`config.mk`:
```
export PLATFORM = sky130hd
export DESIGN_NAME = set_statistics_engine_top
export DESIGN_NICKNAME = d
export VERILOG_FILES = /design/src/hdl/ses_pkg.sv /design/src/hdl/ses_div.sv /design/src/hdl/ses_sqrt.sv /design/src/hdl/ses_dp.sv /design/src/hdl/ses_ctrl.sv /design/src/hdl/set_statistics_engine_top.sv
export VERILOG_INCLUDE_DIRS = /design/src /design/src/hdl
export SDC_FILE = /design/constraint.sdc
export NUM_CORES = 2
export LEC_CHECK = 0
export ABC_AREA = 1
export BUFFER_PORTS_ARGS = -buffer_cell sky130_fd_sc_hd__buf_2
export CAP_MARGIN = 20
export CORE_MARGIN = 2
export CORE_UTILIZATION = 66
export CTS_CLUSTER_DIAMETER = 40
export CTS_CLUSTER_SIZE = 25
export DETAILED_ROUTE_END_ITERATION = 10
export GPL_TIMING_DRIVEN = 0
export PLACE_DENSITY = 0.82
export SETUP_SLACK_MARGIN = 0.05
export SLEW_MARGIN = 30
export SYNTH_ARGS = -nofsm -noshare
export SYNTH_HDL_FRONTEND = slang
export SYNTH_SLANG_ARGS = --single-unit
```
`constraint.sdc`:
```
create_clock -name clk -period 9.85 [get_ports clk]
set_clock_uncertainty 0.1 [all_clocks]
set_input_delay 1.97 -clock clk [delete_from_list [all_inputs] [get_ports clk]]
set_output_delay 1.97 -clock clk [all_outputs]
set_load 0.01 [all_outputs]
```
`src/hdl/set_statistics_engine_top_macros.svh`:
```
// assertion macros for the set statistics engine
`ifndef SET_STATISTICS_ENGINE_TOP_MACROS_SVH
`define SET_STATISTICS_ENGINE_TOP_MACROS_SVH

// same-cycle implication, checked on every rising edge out of reset
`define SES_AST_IMP(lbl, ante, cons) \
	lbl: assert property (@(posedge clk) disable iff (!arst_n) (ante) |-> (cons)) \
		else $error("ses: same-cycle check failed");

// next-cycle implication
`define SES_AST_NEXT(lbl, ante, cons) \
	lbl: assert property (@(posedge clk) disable iff (!arst_n) (ante) |=> (cons)) \
		else $error("ses: next-cycle check failed");

`endif

```
`src/hdl/ses_pkg.sv`:
```
// shared types and constants of the set statistics engine
`default_nettype none
package ses_pkg;
	localparam int SAMPLE_W   = 24;
	localparam int MEAN_W     = 24;
	localparam int SD_W       = 23;
	localparam int PC_W       = 32;
	localparam int SETS_W     = 16;
	localparam int ENTRIES_W  = 11;
	localparam int CFG_W      = 16;
	localparam int CFG_IDX_W  = 1;
	localparam int PC_SCALE_W = 15;
	localparam int PC_MAG_W   = SAMPLE_W + 1 + PC_SCALE_W;
	localparam int SQRT_IN_W  = 64;
	localparam int SQRT_OUT_W = 32;

	localparam logic [PC_SCALE_W-1:0] PC_SCALE = 15'd25600;
	localparam logic [SD_W-1:0]       SD_MAX   = {SD_W{1'b1}};

	// register indexes
	localparam logic [CFG_IDX_W-1:0] CFG_ENTRIES = 1'b0;
	localparam logic [CFG_IDX_W-1:0] CFG_SETS    = 1'b1;

	// divider operand selection
	localparam logic [1:0] DIV_MEAN = 2'd0;
	localparam logic [1:0] DIV_ESQ  = 2'd1;
	localparam logic [1:0] DIV_PC   = 2'd2;

	typedef struct packed {
		logic       acc;
		logic       prep;
		logic       div_start;
		logic [1:0] div_sel;
		logic       cap_mean;
		logic       cap_esq;
		logic       msq;
		logic       var_en;
		logic       sqrt_start;
		logic       cap_pc;
		logic       load_out;
	} ses_cmd_t;

	typedef struct packed {
		logic close;
		logic div_done;
		logic div_busy;
		logic sqrt_done;
		logic sqrt_busy;
		logic out_free;
		logic first_zero;
	} ses_stat_t;
endpackage
`default_nettype wire

```
`src/hdl/ses_div.sv`:
```
// shift-subtract divider, one quotient bit per cycle
`default_nettype none
module ses_div import ses_pkg::*; #(
	parameter int QW = 58,
	parameter int DW = 24
) (
	input  wire logic          clk,
	input  wire logic          arst_n,
	input  wire logic          start,
	input  wire logic [QW-1:0] dividend,
	input  wire logic [DW-1:0] divisor,
	output logic               busy,
	output logic               done,
	output logic [QW-1:0]      quotient
);
	localparam int CNT_W = $clog2(QW + 1);

	logic [QW-1:0]    dq_q;
	logic [DW-1:0]    rem_q;
	logic [DW-1:0]    dvs_q;
	logic [CNT_W-1:0] cnt_q;
	logic             busy_q;
	logic             done_q;
	logic [DW:0]      rem_sh;
	logic [DW:0]      rem_sub;
	logic             ge;

	// trial subtract of the shifted remainder
	always_comb begin
		rem_sh  = {rem_q, dq_q[QW-1]};
		rem_sub = rem_sh - {1'b0, dvs_q};
		ge      = rem_sh >= {1'b0, dvs_q};
	end

	// control of the iteration
	always_ff @(posedge clk or negedge arst_n) begin
		if (!arst_n) begin
			busy_q <= 1'b0;
			done_q <= 1'b0;
			cnt_q  <= '0;
		end else if (start) begin
			busy_q <= 1'b1;
			done_q <= 1'b0;
			cnt_q  <= CNT_W'(QW);
		end else if (busy_q) begin
			cnt_q <= cnt_q - 1'b1;
			if (cnt_q == CNT_W'(1)) begin
				busy_q <= 1'b0;
				done_q <= 1'b1;
			end
		end else begin
			done_q <= 1'b0;
		end
	end

	// dividend shifts out as quotient shifts in
	always_ff @(posedge clk) begin
		if (start) begin
			dq_q  <= dividend;
			rem_q <= '0;
			dvs_q <= divisor;
		end else if (busy_q) begin
			rem_q <= ge ? rem_sub[DW-1:0] : rem_sh[DW-1:0];
			dq_q  <= {dq_q[QW-2:0], ge};
		end
	end

	assign busy     = busy_q;
	assign done     = done_q;
	assign quotient = dq_q;
endmodule
`default_nettype wire

```
`src/hdl/ses_sqrt.sv`:
```
// digit-by-digit integer square root, one root bit per cycle
`default_nettype none
module ses_sqrt import ses_pkg::*; (
	input  wire logic                  clk,
	input  wire logic                  arst_n,
	input  wire logic                  start,
	input  wire logic [SQRT_IN_W-1:0]  radicand,
	output logic                       busy,
	output logic                       done,
	output logic [SQRT_OUT_W-1:0]      root
);
	localparam int RW    = SQRT_OUT_W + 2;
	localparam int CNT_W = $clog2(SQRT_OUT_W + 1);

	logic [SQRT_IN_W-1:0]  v_q;
	logic [RW-1:0]         rem_q;
	logic [SQRT_OUT_W-1:0] root_q;
	logic [CNT_W-1:0]      cnt_q;
	logic                  busy_q;
	logic                  done_q;
	logic [RW+1:0]         rem_sh;
	logic [RW+1:0]         trial;
	logic [RW+1:0]         rem_sub;
	logic                  ge;

	// bring down two bits and try the next root digit
	always_comb begin
		rem_sh  = {rem_q, v_q[SQRT_IN_W-1 -: 2]};
		trial   = {2'b00, root_q, 2'b01};
		rem_sub = rem_sh - trial;
		ge      = rem_sh >= trial;
	end

	// control of the iteration
	always_ff @(posedge clk or negedge arst_n) begin
		if (!arst_n) begin
			busy_q <= 1'b0;
			done_q <= 1'b0;
			cnt_q  <= '0;
		end else if (start) begin
			busy_q <= 1'b1;
			done_q <= 1'b0;
			cnt_q  <= CNT_W'(SQRT_OUT_W);
		end else if (busy_q) begin
			cnt_q <= cnt_q - 1'b1;
			if (cnt_q == CNT_W'(1)) begin
				busy_q <= 1'b0;
				done_q <= 1'b1;
			end
		end else begin
			done_q <= 1'b0;
		end
	end

	// root and partial remainder
	always_ff @(posedge clk) begin
		if (start) begin
			v_q    <= radicand;
			rem_q  <= '0;
			root_q <= '0;
		end else if (busy_q) begin
			v_q    <= {v_q[SQRT_IN_W-3:0], 2'b00};
			rem_q  <= ge ? rem_sub[RW-1:0] : rem_sh[RW-1:0];
			root_q <= {root_q[SQRT_OUT_W-2:0], ge};
		end
	end

	assign busy = busy_q;
	assign done = done_q;
	assign root = root_q;
endmodule
`default_nettype wire

```
`src/hdl/ses_dp.sv`:
```
// datapath: accumulators, back-end arithmetic and result register
`default_nettype none
module ses_dp import ses_pkg::*; #(
	parameter int MAX_ENTRIES = 1024
) (
	input  wire logic                  clk,
	input  wire logic                  arst_n,
	input  wire logic                  cfg_we,
	input  wire logic [CFG_IDX_W-1:0]  cfg_index,
	input  wire logic [CFG_W-1:0]      cfg_data,
	input  wire logic [SAMPLE_W-1:0]   sample,
	input  wire ses_cmd_t              cmd,
	output ses_stat_t                  stat,
	input  wire logic                  out_ready,
	output logic                       out_valid,
	output logic signed [MEAN_W-1:0]   mean_value,
	output logic [SD_W-1:0]            std_deviation,
	output logic signed [PC_W-1:0]     pct_change,
	output logic                       first_was_zero,
	output logic [SETS_W-1:0]          set_index,
	output logic                       last_set
);
	localparam int CW   = (MAX_ENTRIES > 1) ? $clog2(MAX_ENTRIES) : 1;
	localparam int NW   = $clog2(MAX_ENTRIES + 1);
	localparam int SUMW = SAMPLE_W + CW;
	localparam int SQW  = 2 * SAMPLE_W + CW;
	localparam int MSQW = 2 * MEAN_W;
	localparam int DVW_A = (SUMW + 1 > SQW) ? SUMW + 1 : SQW;
	localparam int DVW   = (DVW_A > PC_MAG_W + 1) ? DVW_A : PC_MAG_W + 1;
	localparam int DSW   = (NW > SAMPLE_W) ? NW : SAMPLE_W;

	// configuration
	logic [ENTRIES_W-1:0] entries_q;
	logic [SETS_W-1:0]    sets_q;

	always_ff @(posedge clk or negedge arst_n) begin
		if (!arst_n) begin
			entries_q <= ENTRIES_W'(8);
			sets_q    <= SETS_W'(1);
		end else if (cfg_we) begin
			case (cfg_index)
				CFG_ENTRIES: entries_q <= cfg_data[ENTRIES_W-1:0];
				CFG_SETS:    sets_q    <= cfg_data[SETS_W-1:0];
				default:     ;
			endcase
		end
	end

	// effective set length and close test
	logic [31:0]   entries_ext;
	logic [NW-1:0] len_eff;
	logic [CW-1:0] count_q;
	logic [NW-1:0] n_now;
	logic [NW-1:0] n_q;

	always_comb begin
		entries_ext = 32'(entries_q);
		if (entries_ext == 32'd0) begin
			len_eff = NW'(1);
		end else if (entries_ext > 32'(MAX_ENTRIES)) begin
			len_eff = NW'(MAX_ENTRIES);
		end else begin
			len_eff = entries_ext[NW-1:0];
		end
		n_now = NW'(count_q) + NW'(1);
	end

	// sample magnitude and its square
	logic [SAMPLE_W-1:0]        smag;
	logic signed [SAMPLE_W-1:0] first_q;
	logic signed [SAMPLE_W-1:0] last_q;
	logic signed [SUMW-1:0]     sum_q;
	logic [SQW-1:0]             sqsum_q;
	logic [2*SAMPLE_W-1:0]      sq_s1;
	logic                       sq_v_s1;

	assign smag = sample[SAMPLE_W-1] ? (~sample + 1'b1) : sample;

	// square stage
	always_ff @(posedge clk or negedge arst_n) begin
		if (!arst_n) begin
			sq_v_s1 <= 1'b0;
		end else begin
			sq_v_s1 <= cmd.acc;
		end
	end

	always_ff @(posedge clk) begin
		if (cmd.acc) begin
			sq_s1 <= smag * smag;
		end
	end

	// accumulators, cleared once the result is loaded
	always_ff @(posedge clk or negedge arst_n) begin
		if (!arst_n) begin
			count_q <= '0;
			sum_q   <= '0;
			sqsum_q <= '0;
			first_q <= '0;
		end else if (cmd.load_out) begin
			count_q <= '0;
			sum_q   <= '0;
			sqsum_q <= '0;
			first_q <= '0;
		end else begin
			if (cmd.acc) begin
				sum_q <= sum_q + {{(SUMW-SAMPLE_W){sample[SAMPLE_W-1]}}, sample};
				if (count_q == '0) begin
					first_q <= sample;
				end
				if (!stat.close) begin
					count_q <= count_q + 1'b1;
				end
			end
			if (sq_v_s1) begin
				sqsum_q <= sqsum_q + SQW'(sq_s1);
			end
		end
	end

	always_ff @(posedge clk) begin
		if (cmd.acc) begin
			last_q <= sample;
			n_q    <= n_now;
		end
	end

	// percent change numerator magnitude and sign
	logic signed [SAMPLE_W:0] diff;
	logic [SAMPLE_W:0]        dmag;
	logic [SAMPLE_W-1:0]      first_mag;
	logic [PC_MAG_W-1:0]      pc_mag_q;
	logic                     pc_neg_q;

	always_comb begin
		diff      = {last_q[SAMPLE_W-1], last_q} - {first_q[SAMPLE_W-1], first_q};
		dmag      = diff[SAMPLE_W] ? (~diff + 1'b1) : diff;
		first_mag = first_q[SAMPLE_W-1] ? (~first_q + 1'b1) : first_q;
	end

	always_ff @(posedge clk) begin
		if (cmd.prep) begin
			pc_mag_q <= dmag * PC_SCALE;
			pc_neg_q <= diff[SAMPLE_W] ^ first_q[SAMPLE_W-1];
		end
	end

	// shared divider and its operands
	logic [SUMW-1:0] sum_mag;
	logic [DVW-1:0]  dvd;
	logic [DSW-1:0]  dvs;
	logic [DVW-1:0]  quo;
	logic            div_busy;
	logic            div_done;

	always_comb begin
		sum_mag = sum_q[SUMW-1] ? (~sum_q + 1'b1) : sum_q;
		case (cmd.div_sel)
			DIV_MEAN: begin
				dvd = DVW'(sum_mag) + DVW'(n_q >> 1);
				dvs = DSW'(n_q);
			end
			DIV_ESQ: begin
				dvd = DVW'(sqsum_q);
				dvs = DSW'(n_q);
			end
			DIV_PC: begin
				dvd = DVW'(pc_mag_q) + DVW'(first_mag >> 1);
				dvs = DSW'(first_mag);
			end
			default: begin
				dvd = '0;
				dvs = DSW'(1);
			end
		endcase
	end

	ses_div #(.QW(DVW), .DW(DSW)) u_div (
		.clk      (clk),
		.arst_n   (arst_n),
		.start    (cmd.div_start),
		.dividend (dvd),
		.divisor  (dvs),
		.busy     (div_busy),
		.done     (div_done),
		.quotient (quo)
	);

	// mean, second moment, variance
	logic signed [MEAN_W-1:0] mean_q;
	logic [SQW-1:0]           esq_q;
	logic [MEAN_W-1:0]        mean_mag;
	logic [MSQW-1:0]          msq_q;
	logic [SQW-1:0]           var_q;

	assign mean_mag = mean_q[MEAN_W-1] ? (~mean_q + 1'b1) : mean_q;

	always_ff @(posedge clk) begin
		if (cmd.cap_mean) begin
			mean_q <= sum_q[SUMW-1] ? (~quo[MEAN_W-1:0] + 1'b1) : quo[MEAN_W-1:0];
		end
		if (cmd.cap_esq) begin
			esq_q <= quo[SQW-1:0];
		end
		if (cmd.msq) begin
			msq_q <= mean_mag * mean_mag;
		end
		if (cmd.var_en) begin
			var_q <= (esq_q > SQW'(msq_q)) ? esq_q - SQW'(msq_q) : '0;
		end
	end

	// square root of the variance
	logic [SQRT_OUT_W-1:0] root;
	logic                  sqrt_busy;
	logic                  sqrt_done;

	ses_sqrt u_sqrt (
		.clk      (clk),
		.arst_n   (arst_n),
		.start    (cmd.sqrt_start),
		.radicand (SQRT_IN_W'(var_q)),
		.busy     (sqrt_busy),
		.done     (sqrt_done),
		.root     (root)
	);

	// saturated percent change
	logic signed [PC_W-1:0] pc_q;

	always_ff @(posedge clk) begin
		if (cmd.cap_pc) begin
			if (pc_neg_q) begin
				pc_q <= (quo > DVW'(33'h080000000)) ? {1'b1, {(PC_W-1){1'b0}}}
					: (~quo[PC_W-1:0] + 1'b1);
			end else begin
				pc_q <= (quo > DVW'(32'h7FFFFFFF)) ? {1'b0, {(PC_W-1){1'b1}}}
					: quo[PC_W-1:0];
			end
		end
	end

	// set counter within the batch
	logic [SETS_W-1:0] set_q;
	logic [SETS_W:0]   spb_eff;
	logic [SETS_W:0]   set_next;
	logic              is_last;

	always_comb begin
		spb_eff  = (sets_q == '0) ? (SETS_W+1)'(1) : {1'b0, sets_q};
		set_next = {1'b0, set_q} + 1'b1;
		is_last  = set_next >= spb_eff;
	end

	always_ff @(posedge clk or negedge arst_n) begin
		if (!arst_n) begin
			set_q <= '0;
		end else if (cmd.load_out) begin
			set_q <= is_last ? '0 : set_next[SETS_W-1:0];
		end
	end

	// result register
	logic out_valid_q;

	always_ff @(posedge clk or negedge arst_n) begin
		if (!arst_n) begin
			out_valid_q <= 1'b0;
		end else if (cmd.load_out) begin
			out_valid_q <= 1'b1;
		end else if (out_ready) begin
			out_valid_q <= 1'b0;
		end
	end

	always_ff @(posedge clk) begin
		if (cmd.load_out) begin
			mean_value     <= mean_q;
			std_deviation  <= (root > SQRT_OUT_W'(SD_MAX)) ? SD_MAX : root[SD_W-1:0];
			pct_change     <= (first_q == '0) ? '0 : pc_q;
			first_was_zero <= first_q == '0;
			set_index      <= set_q;
			last_set       <= is_last;
		end
	end

	assign out_valid = out_valid_q;

	// status to the controller
	always_comb begin
		stat.close      = n_now >= len_eff;
		stat.div_done   = div_done;
		stat.div_busy   = div_busy;
		stat.sqrt_done  = sqrt_done;
		stat.sqrt_busy  = sqrt_busy;
		stat.out_free   = !out_valid_q || out_ready;
		stat.first_zero = first_q == '0;
	end
endmodule
`default_nettype wire

```
`src/hdl/ses_ctrl.sv`:
```
// controller: sequences accumulation and the per-set back end
`default_nettype none
module ses_ctrl import ses_pkg::*; (
	input  wire logic      clk,
	input  wire logic      arst_n,
	input  wire logic      in_valid,
	output logic           in_ready,
	input  wire ses_stat_t stat,
	output ses_cmd_t       cmd
);
	localparam logic [3:0] S_ACC    = 4'd0;
	localparam logic [3:0] S_PREP   = 4'd1;
	localparam logic [3:0] S_MEAN   = 4'd2;
	localparam logic [3:0] S_ESQ    = 4'd3;
	localparam logic [3:0] S_MSQ    = 4'd4;
	localparam logic [3:0] S_VAR    = 4'd5;
	localparam logic [3:0] S_SQGO   = 4'd6;
	localparam logic [3:0] S_SQRT   = 4'd7;
	localparam logic [3:0] S_PC     = 4'd8;
	localparam logic [3:0] S_OUT    = 4'd9;

	logic [3:0] state_q;
	logic [3:0] state_d;

	// next state and commands
	always_comb begin
		state_d     = state_q;
		cmd         = '0;
		cmd.div_sel = DIV_MEAN;
		in_ready    = state_q == S_ACC;
		case (state_q)
			S_ACC: begin
				cmd.acc = in_valid;
				if (in_valid && stat.close) begin
					state_d = S_PREP;
				end
			end
			S_PREP: begin
				cmd.prep      = 1'b1;
				cmd.div_start = 1'b1;
				cmd.div_sel   = DIV_MEAN;
				state_d       = S_MEAN;
			end
			S_MEAN: begin
				if (stat.div_done) begin
					cmd.cap_mean  = 1'b1;
					cmd.div_start = 1'b1;
					cmd.div_sel   = DIV_ESQ;
					state_d       = S_ESQ;
				end
			end
			S_ESQ: begin
				if (stat.div_done) begin
					cmd.cap_esq = 1'b1;
					state_d     = S_MSQ;
				end
			end
			S_MSQ: begin
				cmd.msq = 1'b1;
				state_d = S_VAR;
			end
			S_VAR: begin
				cmd.var_en = 1'b1;
				state_d    = S_SQGO;
			end
			S_SQGO: begin
				cmd.sqrt_start = 1'b1;
				state_d        = S_SQRT;
			end
			S_SQRT: begin
				if (stat.sqrt_done) begin
					if (stat.first_zero) begin
						state_d = S_OUT;
					end else begin
						cmd.div_start = 1'b1;
						cmd.div_sel   = DIV_PC;
						state_d       = S_PC;
					end
				end
			end
			S_PC: begin
				if (stat.div_done) begin
					cmd.cap_pc = 1'b1;
					state_d    = S_OUT;
				end
			end
			S_OUT: begin
				if (stat.out_free) begin
					cmd.load_out = 1'b1;
					state_d      = S_ACC;
				end
			end
			default: begin
				state_d = S_ACC;
			end
		endcase
	end

	// state register
	always_ff @(posedge clk or negedge arst_n) begin
		if (!arst_n) begin
			state_q <= S_ACC;
		end else begin
			state_q <= state_d;
		end
	end
endmodule
`default_nettype wire

```
`src/hdl/set_statistics_engine_top.sv`:
```
// Set statistics engine: per-set mean, population standard deviation and
// percent change of signed Q15.8 samples. Inside a set a sample transfer is
// taken every cycle. After the sample that closes a set, input ready stays
// low while the back end runs: two divisions on the shared shift-subtract
// divider (DVW = 58 at the default MAX_ENTRIES), a square root, a third
// division for the percent change unless the first sample was zero, and
// the set-up steps between them; it also stays low until the output
// register is free. The result then sits in an output register, so the
// next set's samples are taken while it waits for its transfer.
`default_nettype none
module set_statistics_engine_top import ses_pkg::*; #(
	parameter int MAX_ENTRIES = 1024
) (
	input  wire logic                  clk,
	input  wire logic                  arst_n,
	input  wire logic                  cfg_we,
	input  wire logic [CFG_IDX_W-1:0]  cfg_index,
	input  wire logic [CFG_W-1:0]      cfg_data,
	input  wire logic                  in_valid,
	output logic                       in_ready,
	input  wire logic [SAMPLE_W-1:0]   sample,
	output logic                       out_valid,
	input  wire logic                  out_ready,
	output logic signed [MEAN_W-1:0]   mean_value,
	output logic [SD_W-1:0]            std_deviation,
	output logic signed [PC_W-1:0]     pct_change,
	output logic                       first_was_zero,
	output logic [SETS_W-1:0]          set_index,
	output logic                       last_set
);
	ses_cmd_t  cmd;
	ses_stat_t stat;

	// sequencing
	ses_ctrl u_ctrl (
		.clk      (clk),
		.arst_n   (arst_n),
		.in_valid (in_valid),
		.in_ready (in_ready),
		.stat     (stat),
		.cmd      (cmd)
	);

	// arithmetic
	ses_dp #(.MAX_ENTRIES(MAX_ENTRIES)) u_dp (
		.clk            (clk),
		.arst_n         (arst_n),
		.cfg_we         (cfg_we),
		.cfg_index      (cfg_index),
		.cfg_data       (cfg_data),
		.sample         (sample),
		.cmd            (cmd),
		.stat           (stat),
		.out_ready      (out_ready),
		.out_valid      (out_valid),
		.mean_value     (mean_value),
		.std_deviation  (std_deviation),
		.pct_change     (pct_change),
		.first_was_zero (first_was_zero),
		.set_index      (set_index),
		.last_set       (last_set)
	);

	// checks
`include "set_statistics_engine_top_macros.svh"
	`SES_AST_IMP(a_idle_units_when_taking, in_ready, !stat.div_busy && !stat.sqrt_busy)
	`SES_AST_IMP(a_no_result_overwrite, cmd.load_out, !out_valid || out_ready)
	`SES_AST_NEXT(a_load_shows_result, cmd.load_out, out_valid)
	`SES_AST_IMP(a_zero_first_no_change, out_valid && first_was_zero, pct_change == '0)
endmodule
`default_nettype wire
```
==> run_results.csv <==
group,metric,value,unit
status,status,"complete, no violations",
drt,route.detailed.drc,0,
min_path,min_path_type,"register to register",
clocking,cts.sinks,855,
flow_run,cap_violations,0,
synthesis,ys.warnings.count,0,
place,gp_congestion,1.06,
min_path,min_path_cells,0,
synthesis,yosysTopAreaCellShare,0.202,
drt,vias,76900,
drt,first_pass_iters,10,
floorplanning,io_pins,145,
synthesis,synthTopCellsByArea,"fa_1, edfxtp_1, ha_1",
global_routing,grt_usage,0.410,
sta,min_period,9.69,ns
synthesis,synth-edff-count,568,
synthesis,post-synth-top-area-cell,"fa_1",
critical_path,cp_max_fo,10,
sta,setup_viol,0,
clocking,cts_root_buf,"clkbuf_16",
sta,tightest_slew,1.02,ns
floorplanning,fp.dieArea,0.136,mm^2
finish,layout.nets,12800,
sta,finalWorstSetupSlack,0.157,ns
critical_path,cp.arrival,10.17,ns
floorplanning,chipHeight,369,um
sta,slew_viol_final,0,
clocking,clock_path_buffers,3,
place,dpl_worst_slack,-2.13,ns
synthesis,ys_ff_latch,855,
finish,final_cells,13100,
critical_path,critPathKind,"input pin to register",
min_path,min_from,"u_dp.u_div.quotient[35]$_DFFE_PP_",
clocking,htreeDepth,3,
critical_path,worstPathRequired,10.32,ns
critical_path,crit-reg2reg-launch,"u_dp.mean_q[23]$_DFFE_PP_",
clocking,cts.clk_slew.worst_paths,0.06,ns
clocking,cts_tree,"yes",
global_routing,grt_max_degree,75,
min_path,whs_endpoint,"u_dp.esq_q[35]$_DFFE_PP_",
drt,drt_iter0_drc,8791,
synthesis,synth_cells,10900,
floorplanning,core.rowCount,133,
global_routing,grt_pass1_wl,429000,um
sta,rsz0062_at_grt,"true",
place,placed_cells,12800,
critical_path,slowest_delay,0.54,ns
synthesis,synthArstFlopShare,0.223,
critical_path,reg2reg_to,"u_dp.msq_q[44]$_DFFE_PP_",
global_routing,grt_pass1_vias,76600,
critical_path,r2r_setup_slack,0.29,ns
place,dp_hpwl,228000,um
critical_path,setup.worst_path.end_class,"register",
drt,routed_wl,279000,um
sta,finalHoldViolCount,0,
sta,hold_slack,0.350,ns
finish,stdcell_area,0.0963,mm^2
synthesis,ys_seq_area_frac,0.270,
synthesis,synthesis.area,0.0880,mm^2
global_routing,antenna_found_initial,3,
floorplanning,die_x,369,um
drt,via_per_inst,5.89,
floorplanning,start_util,0.667,
sta,finalCritPeriodShare,0.984,
floorplanning,core_area,0.132,mm^2
critical_path,slowest_stage,"fa_1",
clocking,cts_made_buffers,113,
drt,wire_per_inst,21.3,um
critical_path,reg2regPathDepth,30,
critical_path,start_kind,"input pin",
sta,maxSlewHeadroom,0.320,
global_routing,overflow,0,
clocking,insertion_delay,0.79,ns
finish,area_delta_synth_final,9.43,%
synthesis,ys_types,73,
sta,max_freq,103,MHz
synthesis,synth_flop_cell,"edfxtp_1",
place,port_buffers,144,
synthesis,avgSynthCellArea,8.10,um^2
drt,antenna_violating_nets_post_route,0,
place,placed_area,0.0916,mm^2
finish,drive_above_1_share,0.0602,
[critical path: cells and delay by family]
kind	cells	cell delay, ns
compound gates	2	0.41
xor+xnor	2	0.46
fa+ha+maj	8	4.03
buf+inv	9	1.33
simple gates	11	1.94
[synth_stat cells (all sizes together), types with 4 or more instances]
| cell type | number |
|---|---|
| xnor2 | 100 |
| inv | 2271 |
| o21bai | 40 |
| a211oi | 7 |
| and3 | 5 |
| xor2 | 250 |
| o211ai | 27 |
| nand3 | 390 |
| nor3 | 115 |
| fa | 886 |
| nand4 | 99 |
| a221oi | 6 |
| o2111ai | 4 |
| o31ai | 10 |
| buf | 78 |
| nor4 | 43 |
| a21oi | 534 |
| a31oi | 68 |
| dfrtp | 189 |
| a21boi | 23 |
| dfxtp | 96 |
| ha | 690 |
| or2 | 35 |
| nor2 | 1162 |
| nand3b | 40 |
| clkbuf | 135 |
| a22o | 6 |
| o221ai | 15 |
| o22ai | 116 |
| o21a | 25 |
| edfxtp | 568 |
| clkinv | 11 |
| a21o | 49 |
| nand2 | 2170 |
| o21ai | 575 |
| a22oi | 4 |
[cell families (layout without fill, tap and decap cells)]
kind of cell | count (synthesis) | count (layout) | share of synthesized area
and+or+nand+nor | 4067 | 4067 | 0.191
buffers and inverters | 2495 | 2892 | 0.108
adders and majority gates | 1576 | 1576 | 0.300
AOI/OAI and AO/OA | 1521 | 1521 | 0.0966
DFF | 855 | 855 | 0.270
xor gates and xnor gates | 350 | 350 | 0.0351
other | 2 | 43 | 0.0000853
[cell usage in the layout, fill, tap and decap left out, drive strengths merged, types with 23 or more instances in the layout]
cell / instances
o211ai: 27
nand4: 99
xor2: 250
o22ai: 116
a31oi: 68
clkinv: 48
a21oi: 534
xnor2: 100
o21bai: 40
nor4: 43
dfrtp: 189
a21o: 49
o21a: 25
or2: 35
fa: 886
nand3b: 40
nor2: 1162
conb: 37
inv: 2315
o21ai: 575
nor3: 115
nand2: 2170
buf: 263
edfxtp: 568
ha: 690
clkbuf: 249
nand3: 390
a21boi: 23
dfxtp: 96
[layer usage]
layer / global-route usage / part of all wire
met5: 0 / 0.000057
met4: 0.232 / 0.068
met3: 0.0684 / 0.094
met2: 0.658 / 0.46
met1: 0.529 / 0.38
[cell type report]
class | count | area, um^2
Multi-Input combinational cell | 7551 | 55300
Timing Repair Buffer | 182 | 1350
Inverter | 2282 | 8590
Antenna cell | 6 | 15.0
Fill cell | 9971 | 35700
Clock inverter | 98 | 1240
Tap cell | 1755 | 2200
Sequential cell | 855 | 23800
Clock buffer | 117 | 2880
Buffer | 213 | 1010
[registers in the layout (all words and copies together), names as in the netlist, 16 cells and up]
name,cells
u_dp.esq_q,58
u_dp.first_q,24
u_dp.last_q,24
u_dp.mean_q,24
u_dp.mean_value,24
u_dp.msq_q,47
u_dp.pc_mag_q,30
u_dp.pc_q,32
u_dp.pct_change,32
u_dp.set_index,16
u_dp.set_q,16
u_dp.sets_q,16
u_dp.sq_s1,46
u_dp.sqsum_q,58
u_dp.std_deviation,23
u_dp.sum_q,34
u_dp.u_div.dvs_q,24
u_dp.u_div.quotient,58
u_dp.u_div.rem_q,24
u_dp.u_sqrt.rem_q,34
u_dp.u_sqrt.root,32
u_dp.u_sqrt.v_q,64
u_dp.var_q,58
[how the worst max path moves through the flow]
stage                    start                       end
finish              sample[10]  u_dp.sq_s1[46]$_DFFE_PP_
global route         sample[0]  u_dp.sq_s1[41]$_DFFE_PP_
CTS                  sample[0]  u_dp.sq_s1[39]$_DFFE_PP_
detailed placement   sample[0]  u_dp.sq_s1[44]$_DFFE_PP_
global placement     sample[0]  u_dp.sq_s1[44]$_DFFE_PP_
floorplan            sample[0]  u_dp.sq_s1[40]$_DFFE_PP_
[what timing repair did]
item                                    4_1_cts  5_1_grt
hold buffers                                  0        0
resized for setup                            52       93
gates cloned                                  0        0
endpoints found under the setup margin       50       42
pin swaps                                     4        6
endpoints found under the hold margin         0        0
buffers inserted                              7       14
[through the flow]
step | setup TNS [ns] | utilization
finish | 0 | 0.730
floorplan | 0 | -
global route | -0.0133 | 0.730
CTS | 0 | 0.727
global placement | -71.11 | 0.690
detailed placement | -48.66 | 0.694
Power is not shown: default switching activity piles up to over one toggle a cycle in this logic, so the estimate is an artifact.
